===== src/design/mpw_pkg.sv =====
// Shared types and constants for the mean pooling window core.
// Depends on nothing; every other design file but mpw_ram refers to it by scoped names.
package mpw_pkg;

  // Field and storage widths.
  localparam int unsigned SampleW  = 16;
  localparam int unsigned SumW     = 22;
  localparam int unsigned MaxCols  = 256;
  localparam int unsigned ColAddrW = 8;
  localparam int unsigned DivW     = 22;
  localparam int unsigned DenW     = 7;
  localparam int unsigned CntW     = 5;
  localparam int unsigned AddrW    = 5;

  // Configuration register indexes.
  typedef enum logic [2:0] {
    REG_WIN_W  = 3'd0,
    REG_WIN_H  = 3'd1,
    REG_IN_W   = 3'd2,
    REG_IN_H   = 3'd3,
    REG_MAPS   = 3'd4
  } reg_idx_e;

  // Controller states.
  typedef enum logic [2:0] {
    ST_IDLE,
    ST_DCOL,
    ST_DROW,
    ST_RDREQ,
    ST_EVAL,
    ST_DSUM,
    ST_OUTW
  } state_e;

  // Divider operand selection.
  typedef enum logic [1:0] {
    DSEL_COL,
    DSEL_ROW,
    DSEL_SUM
  } div_sel_e;

  typedef struct packed {
    logic     accept;
    logic     div_start;
    div_sel_e div_sel;
    logic     lat_col;
    logic     lat_row;
    logic     ram_rd;
    logic     eval;
    logic     load_out;
  } cmd_t;

  typedef struct packed {
    logic div_done;
    logic win_end;
    logic out_free;
  } status_t;

endpackage


===== src/design/mpw_ctrl.sv =====
// Controller state machine that sequences one item through the datapath.
// Depends on mpw_pkg for the state, command and status types.
module mpw_ctrl (
  input  logic             clk_i,
  input  logic             rst_ni,
  input  logic             in_valid_i,
  output logic             in_stall_o,
  input  mpw_pkg::status_t status_i,
  output mpw_pkg::cmd_t    cmd_o
);

  mpw_pkg::state_e state_q, state_d;

  always_ff @(posedge clk_i or negedge rst_ni) begin
    if (!rst_ni) begin
      state_q <= mpw_pkg::ST_IDLE;
    end else begin
      state_q <= state_d;
    end
  end

  // Next state.
  always_comb begin
    state_d = state_q;
    unique case (state_q)
      mpw_pkg::ST_IDLE:  if (in_valid_i) state_d = mpw_pkg::ST_DCOL;
      mpw_pkg::ST_DCOL:  if (status_i.div_done) state_d = mpw_pkg::ST_DROW;
      mpw_pkg::ST_DROW:  if (status_i.div_done) state_d = mpw_pkg::ST_RDREQ;
      mpw_pkg::ST_RDREQ: state_d = mpw_pkg::ST_EVAL;
      mpw_pkg::ST_EVAL: begin
        state_d = status_i.win_end ? mpw_pkg::ST_DSUM : mpw_pkg::ST_IDLE;
      end
      mpw_pkg::ST_DSUM:  if (status_i.div_done) state_d = mpw_pkg::ST_OUTW;
      mpw_pkg::ST_OUTW:  if (status_i.out_free) state_d = mpw_pkg::ST_IDLE;
      default:           state_d = mpw_pkg::ST_IDLE;
    endcase
  end

  // Commands to the datapath.
  always_comb begin
    cmd_o         = '0;
    cmd_o.div_sel = mpw_pkg::DSEL_COL;
    in_stall_o    = 1'b1;
    unique case (state_q)
      mpw_pkg::ST_IDLE: begin
        in_stall_o      = 1'b0;
        cmd_o.accept    = in_valid_i;
        cmd_o.div_start = in_valid_i;
      end
      mpw_pkg::ST_DCOL: begin
        cmd_o.lat_col   = status_i.div_done;
        cmd_o.div_start = status_i.div_done;
        cmd_o.div_sel   = mpw_pkg::DSEL_ROW;
      end
      mpw_pkg::ST_DROW:  cmd_o.lat_row = status_i.div_done;
      mpw_pkg::ST_RDREQ: cmd_o.ram_rd = 1'b1;
      mpw_pkg::ST_EVAL: begin
        cmd_o.eval      = 1'b1;
        cmd_o.div_start = status_i.win_end;
        cmd_o.div_sel   = mpw_pkg::DSEL_SUM;
      end
      mpw_pkg::ST_DSUM:  ;
      mpw_pkg::ST_OUTW:  cmd_o.load_out = status_i.out_free;
      default:           ;
    endcase
  end

endmodule


===== config.mk =====
export PLATFORM = sky130hd
export DESIGN_NAME = mpw_ctrl
export DESIGN_NICKNAME = d
export VERILOG_FILES = /design/src/design/mpw_pkg.sv /design/src/design/mpw_ctrl.sv
export SDC_FILE = /design/constraint.sdc
export NUM_CORES = 1
export LEC_CHECK = 0
export ABC_AREA = 1
export BUFFER_PORTS_ARGS = -buffer_cell sky130_fd_sc_hd__buf_2
export CAP_MARGIN = 20
export CELL_PAD_IN_SITES_DETAIL_PLACEMENT = 1
export CELL_PAD_IN_SITES_GLOBAL_PLACEMENT = 2
export CORE_MARGIN = 2
export CORE_UTILIZATION = 24
export DETAILED_ROUTE_END_ITERATION = 10
export PLACE_DENSITY_LB_ADDON = 0.1
export REMOVE_ABC_BUFFERS = 1
export SLEW_MARGIN = 30
export SYNTH_ARGS = -nofsm -noshare
export SYNTH_HDL_FRONTEND = slang
export SYNTH_SLANG_ARGS = --single-unit

===== constraint.sdc =====
create_clock -name clk_i -period 1.5 [get_ports clk_i]
set_input_delay 0 -clock clk_i [delete_from_list [all_inputs] [get_ports clk_i]]
set_output_delay 0 -clock clk_i [all_outputs]
set_load 0.01 [all_outputs]

=== Yosys cells after proc, flatten, opt, wreduce, memory -nomap -nowiden ===
Index checks and enable logic that the tools add are counted.

* Register bits after elaboration: 3
* Input bits: 6
* Output and inout bits: 10
* Logic and storage cells: 30

* Equality and inequality tests: 11
* Mux-type cells: 16
* Reductions and logical operators: 2

{| class="wikitable"
|+ Operator list
! operator !! number
|-
| one-hot mux 3 bit (7 select lines) || 1
|-
| 2-to-1 mux 3 bit || 6
|-
| inequality test 2 bit, second input constant || 5
|-
| equality test 3 bit, second input constant || 3
|-
| 2-to-1 mux 1 bit || 7
|-
| equality test 3 x 2 -> 1 bit, second input constant || 2
|-
| AND reduction 5 bit || 1
|-
| one-hot mux 2 bit (2 select lines) || 1
|-
| equality test 3 x 1 -> 1 bit, second input constant || 1
|-
| logical NOT 3 bit || 1
|-
| one-hot mux 1 bit (3 select lines) || 1
|}

=== Depth between registers and ports, before layout ===
Gate-level depths: netlist of the first run.

* Depth after elaboration: 3
* Mapped depth: 8

=== Least setup slack after synthesis of the first run ===
Ideal clock, no wire load.

* Path type: flip-flop to flip-flop
* Start point: register state_q[1]
* End point: register state_q[0]
* Setup time: 117 ps
* Arrival: 855 ps
* Required time: 1383 ps
* Path slack: 528 ps
* Stages on the path, launching flop included: 6
* Buffers on the path: 1
* Period minus slack after synthesis: 972 ps
* Cell sequence: dfrtp_1 -> buf_6 -> inv_4 -> nand4_2 -> nand4_1 -> nand2_1

* Cells in the longest elaborated chain, start to end: 3

{| class="wikitable"
|+ RTL lines
! element !! RTL line !! text
|-
| from (decl) || mpw_ctrl.sv:12 || <nowiki>mpw_pkg::state_e state_q, state_d;</nowiki>
|-
| from (signal assigned) || mpw_ctrl.sv:16 || <nowiki>state_q <= mpw_pkg::ST_IDLE;</nowiki>
|-
| from (signal assigned) || mpw_ctrl.sv:18 || <nowiki>state_q <= state_d;</nowiki>
|-
| equality test 3 x 1 -> 1 bit (tied with other cells) || mpw_ctrl.sv:25 || <nowiki>unique case (state_q)</nowiki>
|-
| inequality test 2 bit (no source line) || n/a ||
|-
| AND reduction 5 bit (no source line) || n/a ||
|}

Parallel ways exist; a longest one is shown, timed or not.
A chain may end at the register's enable or synchronous reset.

==> results.cfg, run 1 <==
[synthesis]
synth.cell_area_um2 = 369
synth-compound-area-share = 0.0271
synth_top_family_by_area = simple AND/OR/NAND/NOR gates
synth-simple-area-share = 0.559
synth-xor-area-share = 0
ys_seq_area_frac = 0.203
synthAdderAreaFrac = 0
synth_area_leaders = dfrtp_1 20%, nand2_1 14%, buf_6 9.2%, nand2_4 9.2%, nand4_2 6.8%
yosysTopAreaCell = dfrtp_1
synth.mux.area_fraction = 0
synth_cell_type_count = 17
postSynthCellCount = 50
netlist.area_leader.share = 0.203
synth.avg_cell_area_um2 = 7.38
synth-seq-cells = 3
yosys_warnings = 0

[timing]
period_share = 0.900
period_needed_ps = 1350
setup-violations-final = 0
fmaxAchievable_mhz = 741
slew_headroom = 0.730
slew_violations = 0
final-hold-violation-count = 0
finalSetupTns_ps = 0
rsz0062_at_grt = false
finalWorstSetupSlack_ps = 150
fin_worst_skew_ps = 1.28
worst_pin_slew_ps = 405

[grt]
grt_max_degree = 10
met1_usage = 0.141
met3_usage = 0.0511
busiest_layer = met2
antenna_found_initial = 0
grtUsageMet2 = 0.179
grt_pass1_wl_um = 1580
grt_pass1_vias = 358
overflow = 0
grt.total_usage = 0.115

[worst_hold_path]
hold_path_depth = 3
worstHoldStart = status_i[2]
worstHoldPathType = input pin to register
min_to = state_q[1]

[floorplan]
io_pins = 16
core_um2 = 1470
fp.dieW_um = 43.2
die_h_um = 43.2
initial_utilization = 0.251
core.rowCount = 14
dieArea_um2 = 1870

[power]
power_uw = 923
p_sw_uw = 485
switching_share = 0.525
power.internal_uw = 438
powerDensity_nw_per_um2 = 1950
power_frac_seq = 0.259
combPwrFrac = 0.590
power_frac_clock = 0.151
p_leak_nw = 0.294
peakVddDrop_v = 0.000765

[run_status]
outcome = complete, no violations

[drt]
ant_nets = 0
vias_per_cell = 4.39
wirelength_um = 911
post-route-drc-count = 0
routedWlPerCell_um = 11.0
route.vias.total = 364
dr.pass1.iters = 3
drt_iter0_drc = 5

[cells_and_area]
top_register = state_q
reg.largest.list = state_q x3
final_layout_size_suffix_gt1_frac = 0.478
antenna_cells = 0
nets = 74
layout_commonest_cell = buf_2
most-common-layout-cells = 15 x buf_2, 14 x nand2_1, 6 x inv_1
fillers = 213
area_growth_pct = 28.1
largest_register_ffs = 3

[critical_path]
r2r_start = state_q[1]
startpoint_type = register
end_kind = primary output
critPathKind = register to primary output
crit_arrival_ps = 1350
cp.required_ps = 1500
rr_worst_depth = 7
ff2ff_setup_slack_ps = 300
cp_max_fo = 8
rr_endpoint = state_q[1]

[clock_tree]
cts_sinks = 3
cts_tree = done
cts_buffer_depth = 2
clk_latency_ps = 230
post_cts_buffers = 0
cts.htree.levels = 1
cts_buffers = 3
clkTransAtPathRegs_ps = 40
root_buffer = clkbuf_4

[run]
drv_cap = 0

[placed_design]
place.gp.congestion = 0.692
dp_slack_ps = 275
port-buffer-count = 15
hpwlAfterDp_um = 751
[worst max path at each step]
stage                          start         end  slack [ps]  depth (start not counted)
after floorplan           state_q[0]  state_q[0]         400                          7
after global placement    state_q[0]  state_q[0]         260                          7
after detailed placement  state_q[0]  state_q[0]         270                          7
after CTS                 state_q[0]    cmd_o[7]          90                          4
after global routing      state_q[1]    cmd_o[7]         0.9                          6
final                     state_q[1]    cmd_o[7]         150                          6
[routing by layer]
metal | part of all wire | vias to the layer above | wire length, um
li1 | - | 194 | -
met2 | 0.50 | 7 | 453
met1 | 0.46 | 163 | 417
met5 | 0 | - | 0
met3 | 0.044 | 0 | 40
met4 | 0 | 0 | 0
[power groups by stage]
| stage | clock, mW | sequential [mW] | combinational, mW |
|---|---|---|---|
| 6_report | 0.139 | 0.239 | 0.544 |
| 3_3_place_gp | 0 | 0.235 | 0.546 |
| 2_1_floorplan | 0 | 0.210 | 0.398 |
| 5_1_grt | 0.158 | 0.251 | 0.615 |
| 3_5_place_dp | 0 | 0.232 | 0.547 |
| 4_1_cts | 0.150 | 0.231 | 0.550 |
[area by class of cell]
cell class / count / area, um^2 / area share
Timing Repair Buffer: 16 / 85.1 / 0.180
Sequential cell: 3 / 76.3 / 0.161
Multi-Input combinational cell: 35 / 221 / 0.468
Inverter: 9 / 43.8 / 0.0926
Tap cell: 16 / 20.0 / 0.0423
Clock buffer: 4 / 26.3 / 0.0556
[stage by stage]
step | std cells | area [um^2] | util | hold slack, ps
2_1_floorplan | 47 | 335 | - | -296
3_3_place_gp | 78 | 430 | 0.293 | -201
3_5_place_dp | 78 | 430 | 0.293 | -202
4_1_cts | 83 | 467 | 0.317 | 69.6
5_1_grt | 83 | 473 | 0.321 | 76.1
6_report | 83 | 473 | 0.321 | 75.3
[worst max-delay path, stage by stage, from the launching register on]
cell	delay, ps
dfrtp_1	580
inv_4	100
nand2_4	90
nor2_2	40
nand2_1	90
nand3_1	70
buf_2	140
[cell usage after synthesis (all sizes together)]
cell type / count
nor2: 3
nor3: 5
a21oi: 2
inv: 9
buf: 3
nand4: 5
dfrtp: 3
nand3: 3
nand2: 17
[timing repair]
item	in CTS	in global routing
hold buffers	1	0
endpoints found under the hold margin	3	0
gates resized for setup	0	2
endpoints found under the setup margin	0	1
[cells by family after synthesis]
kind of cell,after synthesis
simple gates,33
buf+inv,12
flops,3
compound gates,2
No activity file was read; power rests on OpenSTA's default activity.
==> inputs of run 2 (changes only) <==
--- a/config.mk
+++ b/config.mk
@@ -6,7 +6,8 @@
 export NUM_CORES = 1
 export LEC_CHECK = 0
 export ABC_AREA = 1
-export BUFFER_PORTS_ARGS = -buffer_cell sky130_fd_sc_hd__buf_2
+export ABC_CLOCK_PERIOD_IN_PS = 1500
+export BUFFER_PORTS_ARGS = -buffer_cell sky130_fd_sc_hd__buf_4
 export CAP_MARGIN = 20
 export CELL_PAD_IN_SITES_DETAIL_PLACEMENT = 1
 export CELL_PAD_IN_SITES_GLOBAL_PLACEMENT = 2
==> results.cfg, run 2 (same netlist as run 1, synthesis figures left out) <==
[placed_design]
hpwlAfterDp_um = 724
place.gp.congestion = 0.666
dp_slack_ps = 257
port-buffer-count = 15

[grt]
grt_pass1_vias = 382
overflow = 0
grt_pass1_wl_um = 1590
grt_max_degree = 10
grt.total_usage = 0.114
antenna_found_initial = 0

[drt]
route.vias.total = 378
routedWlPerCell_um = 10.8
dr_wl_met2_um = 455
drt_iter0_drc = 5
vias_per_cell = 4.55
wl_met1_um = 400
ant_nets = 0
post-route-drc-count = 0
wirelength_um = 896
dr.pass1.iters = 2
wl_met3_um = 40
top_layer = met3

[timing]
slew_violations = 0
finalWorstSetupSlack_ps = 144
slew_headroom = 0.697
setup-violations-final = 0
period_share = 0.904
rsz0062_at_grt = false
finalSetupTns_ps = 0
fmaxAchievable_mhz = 738
fin_worst_skew_ps = 0.417
final-hold-violation-count = 0
period_needed_ps = 1360
worst_pin_slew_ps = 454

[critical_path]
crit_slowest_cell = dfrtp_1
cp.required_ps = 1500
crit_arrival_ps = 1360
ff2ff_setup_slack_ps = 280
r2r_start = state_q[0]
cp-startpoint = state_q[1]
critPathMaxStageDelay_ps = 580
end_kind = primary output
rr_endpoint = state_q[0]
rr_worst_depth = 7
cp_max_fo = 8
path_cells = inv_4, nand2_4, nor2_2, nand2_1, nand3_1, buf_4
crit_end = cmd_o[7]
critPathKind = register to primary output
startpoint_type = register

[cells_and_area]
regArea_um2 = 75.1
layout_commonest_cell = buf_4
most-common-layout-cells = 15 x buf_4, 14 x nand2_1, 6 x inv_1
antenna_cells = 0
top_register = state_q
multi_input_area_um2 = 216
fillers = 197
area_growth_pct = 36.6
nets = 74
reg.largest.list = state_q x3
final_layout_size_suffix_gt1_frac = 0.448
post-route-util = 0.343
largest_register_ffs = 3

[power]
powerDensity_nw_per_um2 = 1920
power_uw = 966
p_leak_nw = 0.300
peakVddDrop_v = 0.000583

[floorplan]
dieArea_um2 = 1870
core_um2 = 1470
initial_utilization = 0.251
core.rowCount = 14
die_h_um = 43.2
fp.dieW_um = 43.2
io_pins = 16

[clock_tree]
cts.htree.levels = 1
clkTransAtPathRegs_ps = 40
cts_buffer_depth = 2
root_buffer = clkbuf_4
cts_tree = done
cts_sinks = 3
cts_resized = 0
clk_latency_ps = 230
cts_buffers = 3

[run]
drv_cap = 0

[run_status]
outcome = complete, no violations

[worst_hold_path]
worstHoldPathType = input pin to register
worstHoldStart = status_i[2]
## run 2: per-stage QoR
| stage | instances | hold WS [ps] | area (um^2) |
|---|---|---|---|
| finish | 83 | 59.3 | 504 |
| global route | 83 | 104 | 504 |
| CTS | 83 | 52.4 | 504 |
| detailed placement | 78 | -207 | 468 |
| global placement | 78 | -210 | 468 |
| floorplan | 47 | -296 | 335 |
## run 2: layer usage
| metal | global-route usage | vias up |
|---|---|---|
| met2 | 0.179 | 7 |
| met1 | 0.147 | 172 |
| li1 | - | 199 |
| met3 | 0.0128 | 0 |
| met5 | 0 | - |
| met4 | 0.0727 | 0 |
## run 2: timing repair
item	CTS	global route
setup buffers	0	0
hold buffers	1	0
hold endpoints to repair	3	0
endpoints found under the setup margin	0	0
## run 2: report_power, final
| group | internal [mW] | switching (mW) |
|---|---|---|
| clock | 0.0997 | 0.0416 |
| sequential | 0.114 | 0.118 |
| combinational | 0.268 | 0.325 |
| total | 0.482 | 0.484 |
## run 2: cell type report
cell class	instances	share of cell area
clock buffer	4	0.0521
timing repair buffer	16	0.243
tap	16	0.0397
inverter	9	0.0868
sequential	3	0.149
multi-input combinational	35	0.429
## run 2: worst min path at each step
stage	endpoint	slack [ps]	cells past startpoint
2_1_floorplan	state_q[0]	-300	0
3_3_place_gp	state_q[0]	-210	1
3_5_place_dp	state_q[0]	-210	1
4_1_cts	state_q[1]	50	3
5_1_grt	state_q[1]	100	3
6_report	state_q[1]	60	3
## run 2: critical path, delay by kind of cell (launching register included)
| kind | cells | cell delay [ps] |
|---|---|---|
| buffers and inverters | 2 | 240 |
| DFF | 1 | 580 |
| and+or+nand+nor | 4 | 310 |
